$ cat src/sv/mau_pkg.sv
// ----------------------------------------------------------------------------
// Modular arithmetic unit package
// Widths, command codes, datapath micro-ops and controller states.
// ----------------------------------------------------------------------------
package mau_pkg;

  localparam int W     = 31;
  localparam int CNT_W = $clog2(W);

  typedef logic [W-1:0] word_t;
  typedef logic [3:0]   cmd_t;

  localparam cmd_t CMD_REDUCE = 4'd0;
  localparam cmd_t CMD_ADD    = 4'd1;
  localparam cmd_t CMD_SUB    = 4'd2;
  localparam cmd_t CMD_MUL    = 4'd3;
  localparam cmd_t CMD_DIV    = 4'd4;
  localparam cmd_t CMD_INV    = 4'd5;
  localparam cmd_t CMD_NEG    = 4'd6;
  localparam cmd_t CMD_INC    = 4'd7;
  localparam cmd_t CMD_DEC    = 4'd8;
  localparam cmd_t CMD_CMP    = 4'd9;

  // Datapath micro-ops issued by the controller
  typedef enum logic [3:0] {
    OP_NOP,
    OP_LOAD,   // latch command and operands
    OP_DIVA,   // start divider on raw a by modulus
    OP_DIVB,   // start divider on raw b by modulus
    OP_DIVQ,   // start divider on r0 by r1
    OP_DSTEP,  // one restoring division step
    OP_SETA,   // a <= remainder
    OP_SETB,   // b <= remainder
    OP_INVA,   // Euclid init on a
    OP_INVB,   // Euclid init on b
    OP_MULA,   // start a*b mod m
    OP_MULQ,   // start (q mod m)*t1 mod m
    OP_MULD,   // start a*t0 mod m
    OP_MSTEP,  // one shift-add step
    OP_EUPD,   // Euclid row update
    OP_ALU     // form the result into the output register
  } dp_op_t;

  typedef struct packed {
    logic last;     // counter on its final step
    logic r1_zero;
    logic r0_one;
    cmd_t cmd;
  } dp_status_t;

  typedef enum logic [3:0] {
    S_IDLE,
    S_RA_GO,
    S_RA,
    S_RA_SAVE,
    S_RB_GO,
    S_RB,
    S_RB_SAVE,
    S_DISP,
    S_MUL,
    S_INV_CHK,
    S_EDIV,
    S_EMUL_GO,
    S_EMUL,
    S_EUPD,
    S_DMUL,
    S_FIN
  } ctl_state_t;

endpackage

$ cat src/sv/mau_in_if.sv
// ----------------------------------------------------------------------------
// Modular arithmetic unit input channel
// Valid/ready channel carrying a command and two operands.
// ----------------------------------------------------------------------------
interface mau_in_if import mau_pkg::*; ();
  logic  valid;
  logic  ready;
  cmd_t  cmd;
  word_t operand_a;
  word_t operand_b;

  modport source (output valid, cmd, operand_a, operand_b, input ready);
  modport sink   (input valid, cmd, operand_a, operand_b, output ready);
endinterface

$ cat src/sv/mau_out_if.sv
// ----------------------------------------------------------------------------
// Modular arithmetic unit result channel
// Valid/ready channel carrying a residue and three flags.
// ----------------------------------------------------------------------------
interface mau_out_if import mau_pkg::*; ();
  logic  valid;
  logic  ready;
  word_t result;
  logic  less;
  logic  equal;
  logic  error;

  modport source (output valid, result, less, equal, error, input ready);
  modport sink   (input valid, result, less, equal, error, output ready);
endinterface

$ cat src/sv/mau_datapath.sv
// ----------------------------------------------------------------------------
// Modular arithmetic unit datapath
// Modulus register, restoring divider, shift-add modular multiplier,
// Euclid rows and the output register, all driven by micro-ops.
// ----------------------------------------------------------------------------
module mau_datapath import mau_pkg::*; (
  input  logic       clk,
  input  logic       rst_n,
  input  logic       cfg_we,
  input  word_t      cfg_wdata,
  input  cmd_t       in_cmd,
  input  word_t      in_a,
  input  word_t      in_b,
  input  dp_op_t     op,
  output dp_status_t status,
  output word_t      result,
  output logic       less,
  output logic       equal,
  output logic       error
);

  word_t mod_r;
  cmd_t  cmd_r;
  word_t araw_r, braw_r, a_r, b_r;
  word_t d_r, rem_r, quo_r;
  word_t r0_r, r1_r, t0_r, t1_r;
  word_t acc_r, mx_r, my_r;
  logic [CNT_W-1:0] cnt_r;
  word_t res_r;
  logic  lt_r, eq_r, err_r;

  word_t m, one, qmod, rem_nxt;
  logic [W:0] tmp;
  logic  ge;
  word_t alu_res;
  logic  alu_lt, alu_eq, alu_err;

  function automatic word_t add_mod(word_t x, word_t y, word_t md);
    logic [W:0] s;
    s = {1'b0, x} + {1'b0, y};
    if (s >= {1'b0, md}) s = s - {1'b0, md};
    return s[W-1:0];
  endfunction

  function automatic word_t sub_mod(word_t x, word_t y, word_t md);
    logic [W:0] s;
    if (x >= y) s = {1'b0, x} - {1'b0, y};
    else        s = {1'b0, x} + {1'b0, md} - {1'b0, y};
    return s[W-1:0];
  endfunction

  assign m    = (mod_r == '0) ? word_t'(1) : mod_r;
  assign one  = (m == word_t'(1)) ? '0 : word_t'(1);
  assign qmod = (quo_r == m) ? '0 : quo_r;

  // Restoring division step
  assign tmp     = {rem_r, quo_r[W-1]};
  assign ge      = tmp >= {1'b0, d_r};
  assign rem_nxt = ge ? W'(tmp - {1'b0, d_r}) : tmp[W-1:0];

  always_comb begin
    alu_res = '0;
    alu_lt  = 1'b0;
    alu_eq  = 1'b0;
    alu_err = 1'b0;
    case (cmd_r)
      CMD_REDUCE: alu_res = a_r;
      CMD_ADD:    alu_res = add_mod(a_r, b_r, m);
      CMD_SUB:    alu_res = sub_mod(a_r, b_r, m);
      CMD_MUL:    alu_res = acc_r;
      CMD_DIV: begin
        alu_err = (r0_r != word_t'(1));
        alu_res = alu_err ? '0 : acc_r;
      end
      CMD_INV: begin
        alu_err = (r0_r != word_t'(1));
        alu_res = alu_err ? '0 : t0_r;
      end
      CMD_NEG:    alu_res = sub_mod('0, a_r, m);
      CMD_INC:    alu_res = add_mod(a_r, one, m);
      CMD_DEC:    alu_res = sub_mod(a_r, one, m);
      CMD_CMP: begin
        alu_lt = a_r < b_r;
        alu_eq = a_r == b_r;
      end
      default: ;
    endcase
  end

  always_ff @(posedge clk) begin
    if (!rst_n) begin
      mod_r <= word_t'(1);
    end else if (cfg_we) begin
      mod_r <= cfg_wdata;
    end
  end

  always_ff @(posedge clk) begin
    unique case (op)
      OP_LOAD: begin
        cmd_r  <= in_cmd;
        araw_r <= in_a;
        braw_r <= in_b;
      end
      OP_DIVA: begin
        d_r <= m; rem_r <= '0; quo_r <= araw_r; cnt_r <= '0;
      end
      OP_DIVB: begin
        d_r <= m; rem_r <= '0; quo_r <= braw_r; cnt_r <= '0;
      end
      OP_DIVQ: begin
        d_r <= r1_r; rem_r <= '0; quo_r <= r0_r; cnt_r <= '0;
      end
      OP_DSTEP: begin
        rem_r <= rem_nxt;
        quo_r <= {quo_r[W-2:0], ge};
        cnt_r <= cnt_r + 1'b1;
      end
      OP_SETA: a_r <= rem_r;
      OP_SETB: b_r <= rem_r;
      OP_INVA: begin
        r0_r <= m; r1_r <= a_r; t0_r <= '0; t1_r <= one;
      end
      OP_INVB: begin
        r0_r <= m; r1_r <= b_r; t0_r <= '0; t1_r <= one;
      end
      OP_MULA: begin
        acc_r <= '0; mx_r <= a_r; my_r <= b_r; cnt_r <= '0;
      end
      OP_MULQ: begin
        acc_r <= '0; mx_r <= qmod; my_r <= t1_r; cnt_r <= '0;
      end
      OP_MULD: begin
        acc_r <= '0; mx_r <= a_r; my_r <= t0_r; cnt_r <= '0;
      end
      OP_MSTEP: begin
        if (my_r[0]) acc_r <= add_mod(acc_r, mx_r, m);
        mx_r  <= add_mod(mx_r, mx_r, m);
        my_r  <= my_r >> 1;
        cnt_r <= cnt_r + 1'b1;
      end
      OP_EUPD: begin
        r0_r <= r1_r;
        r1_r <= rem_r;
        t0_r <= t1_r;
        t1_r <= sub_mod(t0_r, acc_r, m);
      end
      OP_ALU: begin
        res_r <= alu_res;
        lt_r  <= alu_lt;
        eq_r  <= alu_eq;
        err_r <= alu_err;
      end
      OP_NOP: ;
      default: ;
    endcase
  end

  assign status.last    = (cnt_r == CNT_W'(W - 1));
  assign status.r1_zero = (r1_r == '0);
  assign status.r0_one  = (r0_r == word_t'(1));
  assign status.cmd     = cmd_r;

  assign result = res_r;
  assign less   = lt_r;
  assign equal  = eq_r;
  assign error  = err_r;

endmodule

$ cat src/sv/mau_controller.sv
// ----------------------------------------------------------------------------
// Modular arithmetic unit controller
// Sequences reduction, multiply and extended Euclid on the datapath.
// ----------------------------------------------------------------------------
module mau_controller import mau_pkg::*; (
  input  logic       clk,
  input  logic       rst_n,
  input  logic       in_valid,
  output logic       in_ready,
  input  logic       out_ready,
  output logic       out_valid,
  input  dp_status_t status,
  output dp_op_t     op
);

  ctl_state_t state_r, state_nxt;
  logic       out_valid_r, out_valid_nxt;

  always_ff @(posedge clk) begin
    if (!rst_n) begin
      state_r     <= S_IDLE;
      out_valid_r <= 1'b0;
    end else begin
      state_r     <= state_nxt;
      out_valid_r <= out_valid_nxt;
    end
  end

  always_comb begin
    state_nxt     = state_r;
    op            = OP_NOP;
    in_ready      = 1'b0;
    out_valid_nxt = out_valid_r && !out_ready;
    unique case (state_r)
      S_IDLE: begin
        in_ready = 1'b1;
        if (in_valid) begin
          op        = OP_LOAD;
          state_nxt = S_RA_GO;
        end
      end
      S_RA_GO: begin
        op        = OP_DIVA;
        state_nxt = S_RA;
      end
      S_RA: begin
        op = OP_DSTEP;
        if (status.last) state_nxt = S_RA_SAVE;
      end
      S_RA_SAVE: begin
        op        = OP_SETA;
        state_nxt = S_RB_GO;
      end
      S_RB_GO: begin
        op        = OP_DIVB;
        state_nxt = S_RB;
      end
      S_RB: begin
        op = OP_DSTEP;
        if (status.last) state_nxt = S_RB_SAVE;
      end
      S_RB_SAVE: begin
        op        = OP_SETB;
        state_nxt = S_DISP;
      end
      S_DISP: begin
        if (status.cmd == CMD_MUL) begin
          op        = OP_MULA;
          state_nxt = S_MUL;
        end else if (status.cmd == CMD_DIV) begin
          op        = OP_INVB;
          state_nxt = S_INV_CHK;
        end else if (status.cmd == CMD_INV) begin
          op        = OP_INVA;
          state_nxt = S_INV_CHK;
        end else begin
          state_nxt = S_FIN;
        end
      end
      S_MUL: begin
        op = OP_MSTEP;
        if (status.last) state_nxt = S_FIN;
      end
      S_INV_CHK: begin
        if (status.r1_zero) begin
          if (status.cmd == CMD_DIV && status.r0_one) begin
            op        = OP_MULD;
            state_nxt = S_DMUL;
          end else begin
            state_nxt = S_FIN;
          end
        end else begin
          op        = OP_DIVQ;
          state_nxt = S_EDIV;
        end
      end
      S_EDIV: begin
        op = OP_DSTEP;
        if (status.last) state_nxt = S_EMUL_GO;
      end
      S_EMUL_GO: begin
        op        = OP_MULQ;
        state_nxt = S_EMUL;
      end
      S_EMUL: begin
        op = OP_MSTEP;
        if (status.last) state_nxt = S_EUPD;
      end
      S_EUPD: begin
        op        = OP_EUPD;
        state_nxt = S_INV_CHK;
      end
      S_DMUL: begin
        op = OP_MSTEP;
        if (status.last) state_nxt = S_FIN;
      end
      S_FIN: begin
        // hold until the output slot is free
        if (!out_valid_r || out_ready) begin
          op            = OP_ALU;
          out_valid_nxt = 1'b1;
          state_nxt     = S_IDLE;
        end
      end
      default: state_nxt = S_IDLE;
    endcase
  end

  assign out_valid = out_valid_r;

endmodule

$ cat src/sv/modular_arithmetic_unit.sv
// ----------------------------------------------------------------------------
// Modular arithmetic unit
// Reduce, add, subtract, multiply, divide, invert, negate, increment,
// decrement and compare residues modulo a configured modulus.
// ----------------------------------------------------------------------------
//
//  channel  | dir | handshake         | payload
//  ---------+-----+-------------------+------------------------------------
//  in_ch    | in  | valid/ready       | cmd, operand_a, operand_b
//  out_ch   | out | valid/ready       | result, less, equal, error
//  cfg      | in  | cfg_we (no stall) | cfg_wdata = modulus
//
//  One item at a time. Both operands are reduced by a 1-bit-a-cycle
//  restoring divider, and a multiply is a shift-add loop. Inverse and
//  divide add Euclid rounds of one division and one modular multiply,
//  with up to about 45 rounds for a 31-bit modulus, each round entered
//  through a check step; divide then adds a final modular multiply.
//  Reset clears the controller and sets the modulus to 1. A finished result
//  waits in the output register, and the next item is accepted meanwhile;
//  a stalled output only holds the block in its final step.
//
module modular_arithmetic_unit import mau_pkg::*; (
  input  logic         clk,
  input  logic         rst_n,
  input  logic         cfg_we,
  input  word_t        cfg_wdata,
  mau_in_if.sink       in_ch,
  mau_out_if.source    out_ch
);

  dp_op_t     op;
  dp_status_t status;

  // Sequencer: owns handshakes and the order of micro-ops
  mau_controller u_ctl (
    .clk       (clk),
    .rst_n     (rst_n),
    .in_valid  (in_ch.valid),
    .in_ready  (in_ch.ready),
    .out_ready (out_ch.ready),
    .out_valid (out_ch.valid),
    .status    (status),
    .op        (op)
  );

  // Arithmetic and the result register
  mau_datapath u_dp (
    .clk       (clk),
    .rst_n     (rst_n),
    .cfg_we    (cfg_we),
    .cfg_wdata (cfg_wdata),
    .in_cmd    (in_ch.cmd),
    .in_a      (in_ch.operand_a),
    .in_b      (in_ch.operand_b),
    .op        (op),
    .status    (status),
    .result    (out_ch.result),
    .less      (out_ch.less),
    .equal     (out_ch.equal),
    .error     (out_ch.error)
  );

endmodule

$ cat src/flat_wrapper.sv
// flat-port wrapper written by rule: the top's interface ports become plain ports
module modular_arithmetic_unit_flat import mau_pkg::*;
  (clk, rst_n, cfg_we, cfg_wdata, in_ch_valid, in_ch_cmd, in_ch_operand_a, in_ch_operand_b, in_ch_ready, out_ch_valid, out_ch_result, out_ch_less, out_ch_equal, out_ch_error, out_ch_ready);
  mau_in_if in_ch_i ();
  mau_out_if out_ch_i ();
  input  logic clk;
  input  logic rst_n;
  input  logic cfg_we;
  input  word_t cfg_wdata;
  input wire logic [$bits(in_ch_i.valid)-1:0] in_ch_valid;
  input wire logic [$bits(in_ch_i.cmd)-1:0] in_ch_cmd;
  input wire logic [$bits(in_ch_i.operand_a)-1:0] in_ch_operand_a;
  input wire logic [$bits(in_ch_i.operand_b)-1:0] in_ch_operand_b;
  output wire logic [$bits(in_ch_i.ready)-1:0] in_ch_ready;
  output wire logic [$bits(out_ch_i.valid)-1:0] out_ch_valid;
  output wire logic [$bits(out_ch_i.result)-1:0] out_ch_result;
  output wire logic [$bits(out_ch_i.less)-1:0] out_ch_less;
  output wire logic [$bits(out_ch_i.equal)-1:0] out_ch_equal;
  output wire logic [$bits(out_ch_i.error)-1:0] out_ch_error;
  input wire logic [$bits(out_ch_i.ready)-1:0] out_ch_ready;
  assign in_ch_i.valid = in_ch_valid;
  assign in_ch_i.cmd = in_ch_cmd;
  assign in_ch_i.operand_a = in_ch_operand_a;
  assign in_ch_i.operand_b = in_ch_operand_b;
  assign in_ch_ready = in_ch_i.ready;
  assign out_ch_valid = out_ch_i.valid;
  assign out_ch_result = out_ch_i.result;
  assign out_ch_less = out_ch_i.less;
  assign out_ch_equal = out_ch_i.equal;
  assign out_ch_error = out_ch_i.error;
  assign out_ch_i.ready = out_ch_ready;
  modular_arithmetic_unit u_core (.clk(clk), .rst_n(rst_n), .cfg_we(cfg_we), .cfg_wdata(cfg_wdata), .in_ch(in_ch_i), .out_ch(out_ch_i));
endmodule
$ cat config.mk
export PLATFORM = sky130hd
export DESIGN_NAME = modular_arithmetic_unit_flat
export DESIGN_NICKNAME = d
export VERILOG_FILES = /design/src/sv/mau_pkg.sv /design/src/sv/mau_in_if.sv /design/src/sv/mau_out_if.sv /design/src/sv/mau_datapath.sv /design/src/sv/mau_controller.sv /design/src/sv/modular_arithmetic_unit.sv /design/src/flat_wrapper.sv
export SDC_FILE = /design/constraint.sdc
export NUM_CORES = 2
export LEC_CHECK = 0
export BUFFER_PORTS_ARGS = -buffer_cell sky130_fd_sc_hd__buf_4
export CELL_PAD_IN_SITES_DETAIL_PLACEMENT = 2
export CELL_PAD_IN_SITES_GLOBAL_PLACEMENT = 2
export CORE_ASPECT_RATIO = 1.5
export CORE_MARGIN = 3
export CORE_UTILIZATION = 41
export CTS_CLUSTER_DIAMETER = 120
export DETAILED_ROUTE_END_ITERATION = 8
export PLACE_DENSITY_LB_ADDON = 0.1
export REMOVE_ABC_BUFFERS = 1
export SYNTH_ARGS = -nofsm -noshare
export SYNTH_HDL_FRONTEND = slang
export SYNTH_HIERARCHICAL = 1
export SYNTH_SLANG_ARGS = --single-unit
$ cat constraint.sdc
create_clock -name clk -period 7.95 [get_ports clk]
set_input_delay 0 -clock clk [delete_from_list [all_inputs] [get_ports clk]]
set_output_delay 0 -clock clk [all_outputs]
set_load 0.05 [all_outputs]
# Word-level counts from Yosys, hierarchy flattened
# Index checks and enable logic that the tools add are counted.
# totals
word_cells,188
ff_bits,513
output_inout_bits,36
# op_classes
n_addsub,20
reduce_logical,31
eq_ne,53
mux,51
order_cmp,10
# op_table
operator,count
$mux 31,14
$pmux 31 s2,6
$sub 31x31->31,10
$pmux 31 s9,1
$pmux 31 s4,2
$pmux 31 s3,2
$ge 32x31->1,5
$add 31x31->32,3
$eq 4x4->1 const B,18
$add 31x31->31,2
$eq 31x1->1 const B,2
$eq 31x31->1,2
$ge 31x31->1,2
$logic_not 31->1,2
$sub 31x1->31,2
$pmux 4 s15,1
$mux 4,14
$eq 4x3->1 const B,12
$pmux 4 s12,1
$add 31x1->32,1
$ge 1x31->1 const A,1
$ge 31x1->1,1
$lt 31x31->1,1
$ne 31x1->1 const B,1
22 further kinds,59

# Logic depth before layout (Yosys ltp)
# depth
ltp_word,9
mapped_depth,28
depth_no_buf,25

# By module
# Netlist, hierarchy kept.
# by_module_without_submodules
mod,instances,cells_per_inst,area_each_um2,seq_area_each_um2
mau_datapath,1,5315,46679.8,14944.3
mau_controller,1,88,643.1,100.1

# Least setup slack after synthesis
# Ideal clock, no wire load.
# synth_timing
path_type,register -> register
startpoint,register u_core.u_ctl.out_valid_r (netlist: u_core/u_ctl/out_valid)
endpoint,register u_core.u_dp.araw_r[0] (enable)
setup_slack_ns,0.869
path_stages_with_launch,10
n_path_buf,3
arrival_ns,6.510
required_time_ns,7.379
setup_time_ns,0.571
path_cell_list,dfxtp_1 -> nor2b_1 -> nand3_1 -> a31oi_1 -> a21oi_1 -> clkbuf_1 -> nand2b_1 -> clkbuf_1 -> clkbuf_1 -> nor3_1
# synth_between
elab_chain_cells,5
# synth_rtl
element,line,source
"start, declared",mau_controller.sv:17,"logic out_valid_r, out_valid_nxt;"
"start signal, assigned",mau_controller.sv:25,out_valid_r <= out_valid_nxt;
$logic_not 1->1,mau_controller.sv:119,if (!out_valid_r || out_ready) begin
$logic_or 1x1->1,mau_controller.sv:119,
$mux 4,mau_controller.sv:119,
$pmux 4 s12,mau_controller.sv:34,unique case (state_r)
net u_core.op[1],modular_arithmetic_unit.sv:31,dp_op_t op;
$eq 4x1->1,mau_datapath.sv:99,unique case (op)
"end signal, assigned",mau_datapath.sv:102,araw_r <= in_a;
"end, declared",mau_datapath.sv:24,"word_t araw_r, braw_r, a_r, b_r;"
# The timed path passes the listed nets, and every way through them passes these cells.
# A chain may end at the register's enable or synchronous reset.

# Worst setup path after layout
# layout_timing
startpoint,register u_core.u_dp.mod_r[3]
endpoint,register u_core.u_dp.res_r[26] (netlist: u_core/u_dp/result[26]) (data pin)
# layout_between
elab_chain_cells,8
word_cells_on_any_way,21
classes_between,add/sub (8); order compare (3); eq/ne (1); mux (8); reduce/logical (1)
# layout_rtl
element,line,source
"start, declared",mau_datapath.sv:22,word_t mod_r;
"start signal, assigned",mau_datapath.sv:92,mod_r <= word_t'(1);
"start signal, assigned",mau_datapath.sv:94,mod_r <= cfg_wdata;
$logic_not 31->1,mau_datapath.sv:52,assign m = (mod_r == '0) ? word_t'(1) : mod_r;
$mux 31 *,mau_datapath.sv:52,
$eq 31x1->1,mau_datapath.sv:53,assign one = (m == word_t'(1)) ? '0 : word_t'(1);
$mux 1,mau_datapath.sv:53,
$add 31x1->32,mau_datapath.sv:40,"s = {1'b0, x} + {1'b0, y};"
$sub 31x31->31 / $ge 32x31->1 (equally long branches),mau_datapath.sv:41,"if (s >= {1'b0, md}) s = s - {1'b0, md};"
$mux 31,mau_datapath.sv:41,
$pmux 31 s9 *,mau_datapath.sv:66,case (cmd_r)
net u_core.u_dp.alu_res[26],mau_datapath.sv:35,word_t alu_res;
"end signal, assigned",mau_datapath.sv:149,res_r <= alu_res;
"end, declared",mau_datapath.sv:29,word_t res_r;
# Mark *: on every way through the listed nets, which the timed path passes. The rest lies on a longest branch.

==> flow_summary.toml <==
[yosys]
synth_cell_types = 113
syn_area_um2 = 47300
ys_warn_count = 6
yosys_register_bits = 513
yosysMostFrequentCell = "edfxtp_1"
yosysTopAreaCell = "edfxtp_1"
synthArstFlopShare = 0
synth_common_cells = "edfxtp_1, nor2_1, a21oi_1"
synthCells = 5403
synth_seq_area_share = 0.318
synthTopCellsByArea = "edfxtp_1, ha_1, xnor2_1"
synth_top_area_share = 0.303
avgSynthCellArea_um2 = 8.76
synth-edff-count = 477
synth-main-ff-cell = "edfxtp_1"

[run]
drv_cap = 0

[worst_setup_path]
max_stage_delay_ns = 0.76
critical-path-slowest-cell = "nor4_1"
end_kind = "flop"
crit_path_start_kind = "flop"
critPathMaxFanout = 6
required_ns = 8.36
crit_arrival_ns = 7.89
path_cells = "nor4_1 > nand4_1 > nor2_1 > or2_2 > ha_1 > fa_1 > nand2b_4 > a2111o_1 > nand3_1 > xor2_1 > inv_1 > ha_1 > nor3_1 > o21ai_0 > a21oi_1 > o21ai_0 > a311o_1 > and4_1 > o21ai_1 > nand3_1 > a31oi_1 > xor2_1 > o22ai_1 > or4_1"
critPathKind = "reg -> reg"

[pwr]
leakagePower_nw = 21.6
vdd_drop_max_uv = 191
powerDensity_nw_per_um2 = 253

[floorplanning]
initial_core_util = 0.413
core_area_um2 = 114000
row_count = 152
dieArea_um2 = 120000
chipHeight_um = 422
die_w_um = 283
io_pins = 138

[global_route]
grt_usage = 0.395
antenna_found_initial = 4
first_global_vias = 50900
grt_pass1_wl_um = 350000
grt-ovfl-total = 0
grt_max_degree = 93

[worst_hold_path]
hp-class = "in -> reg"

[clocking]
numCtsBuffers = 57
cts_tree = "built"
path_clk_slew_ns = 0.08
cts_root_buffer = "clkbuf_16"
cts_resized = 0
clk_latency_ns = 0.68
cts_sinks = 513
htreeDepth = 2
cts_setup_buffers = 0
cts_buffer_depth = 3

[placement]
gp_routability_congestion = 1.00
io_buffers = 137
dp_slack_ns = 0.613
hpwl_um = 190000
dp.cells = 6942

[final_layout]
fin_nets = 6166
syn_to_final_growth_pct = 13.8
fill_cells = 12500
drive_gt1_frac = 0.0838
finalNonFillerCells = 7200

[timing]
post-route-period-util = 0.941
fin_skew_ns = 0.0259
fmax_ghz = 0.134
worst_slack_ns = 0.470
setup_viol = 0
worst_pin_slew_ns = 1.24
whs_ns = 0.0542
fin_setup_tns_ns = 0
fin_crit_ns = 7.48
max_slew_margin = 0.169
hold_viol = 0
report.final.slew_viol_count = 0
rsz0062_at_grt = "false"

[route]
drt-initial-drc-count = 4444
viasPerCell = 6.52
first_pass_iters = 7
postRouteAntennaNets = 0
drcViolationCount = 0
wire_per_inst_um = 33.9
wl_um = 244000
vias = 46900

[status]
status = "completed"
==> worst paths after layout <==
check	startpoint	end	slack (ns)	cells past startpoint
worst max register to register	u_core/u_dp/mod_r[3]$_SDFFE_PN0P_	u_core/u_dp/result[26]$_DFFE_PN_	0.47	24
worst max-delay path	u_core/u_dp/mod_r[3]$_SDFFE_PN0P_	u_core/u_dp/result[26]$_DFFE_PN_	0.47	24
worst min register to register	u_core/u_dp/araw_r[3]$_DFFE_PN_	u_core/u_dp/quo_r[3]$_DFFE_PP_	0.55	2
worst min-delay path	in_ch_cmd[0]	u_core/u_dp/cmd_r[0]$_DFFE_PN_	0.05	2
==> what timing repair did <==
item                                    CTS  global route
endpoints found under the hold margin   102             0
endpoints found under the setup margin    0             0
hold buffers                            151             0
==> kinds of logic (layout without fill, tap and decap cells) <==
group | Yosys count | count (layout) | synth area share
DFF | 513 | 513 | 0.318
AOI/OAI and AO/OA | 1602 | 1602 | 0.226
xor gates and xnor gates | 445 | 445 | 0.0825
other | 0 | 2 | 0
buffers and inverters | 649 | 904 | 0.0536
muxes | 118 | 118 | 0.0251
adders and majority gates | 452 | 452 | 0.126
and+or+nand+nor | 1624 | 1624 | 0.168
==> layer usage <==
| layer | vias to the layer above | routed length [µm] | global-route usage |
|---|---|---|---|
| met5 | - | 0 | 0 |
| met4 | 0 | 21000 | 0.281 |
| met3 | 690 | 15100 | 0.0490 |
| met2 | 1983 | 118000 | 0.682 |
| met1 | 24000 | 90500 | 0.452 |
| li1 | 20200 | - | - |
==> layout by cell type, fill, tap and decap left out, types with 151 or more instances in the layout <==
cell type and instances:
edfxtp_1 477, a21o_1 169, o21ai_0 323, xnor2_1 327, nand2_1 418, inv_1 379, buf_4 256, dlygate4sd3_1 151
a21oi_1 442, nor2_1 442, ha_1 410
==> report_power, final <==
part | internal, mW | leakage (nW) | switching, mW
clock | 1.58 | 0.922 | 1.35
sequential | 3.64 | 4.65 | 0.598
combinational | 2.24 | 16.0 | 4.23
==> metrics by stage <==
stage / power, mW / utilization / instance area (µm²)
final: 13.6 / 0.470 / 53900
after global routing: 14.2 / 0.470 / 53900
after CTS: 13.4 / 0.470 / 53900
after detailed placement: 10.3 / 0.440 / 50400
after global placement: 10.1 / 0.440 / 50400
after floorplan: 7.87 / - / 46200
==> critical path: cells and delay by family (launching register included) <==
| kind | cells | cell delay [ns] |
|---|---|---|
| flip-flops | 1 | 0.39 |
| adder cells (fa/ha/maj) | 3 | 0.81 |
| AND/OR/NAND/NOR | 10 | 3.01 |
| buffers and inverters | 1 | 0.15 |
| AO/OA/AOI/OAI | 8 | 2.36 |
| XOR/XNOR | 2 | 0.48 |
==> final cells by class <==
class,instances,area (µm²),area share
diodes,2,5.00,0.0000929
clock buffers,68,1490,0.0276
clock inverters,37,432,0.00801
inverters,385,1450,0.0269
multi-input cells,4241,29900,0.556
flip-flops and latches,513,15000,0.279
well taps,1540,1930,0.0358
repair buffers,414,3570,0.0663
Note: power is estimated with default switching activity, not from simulation.
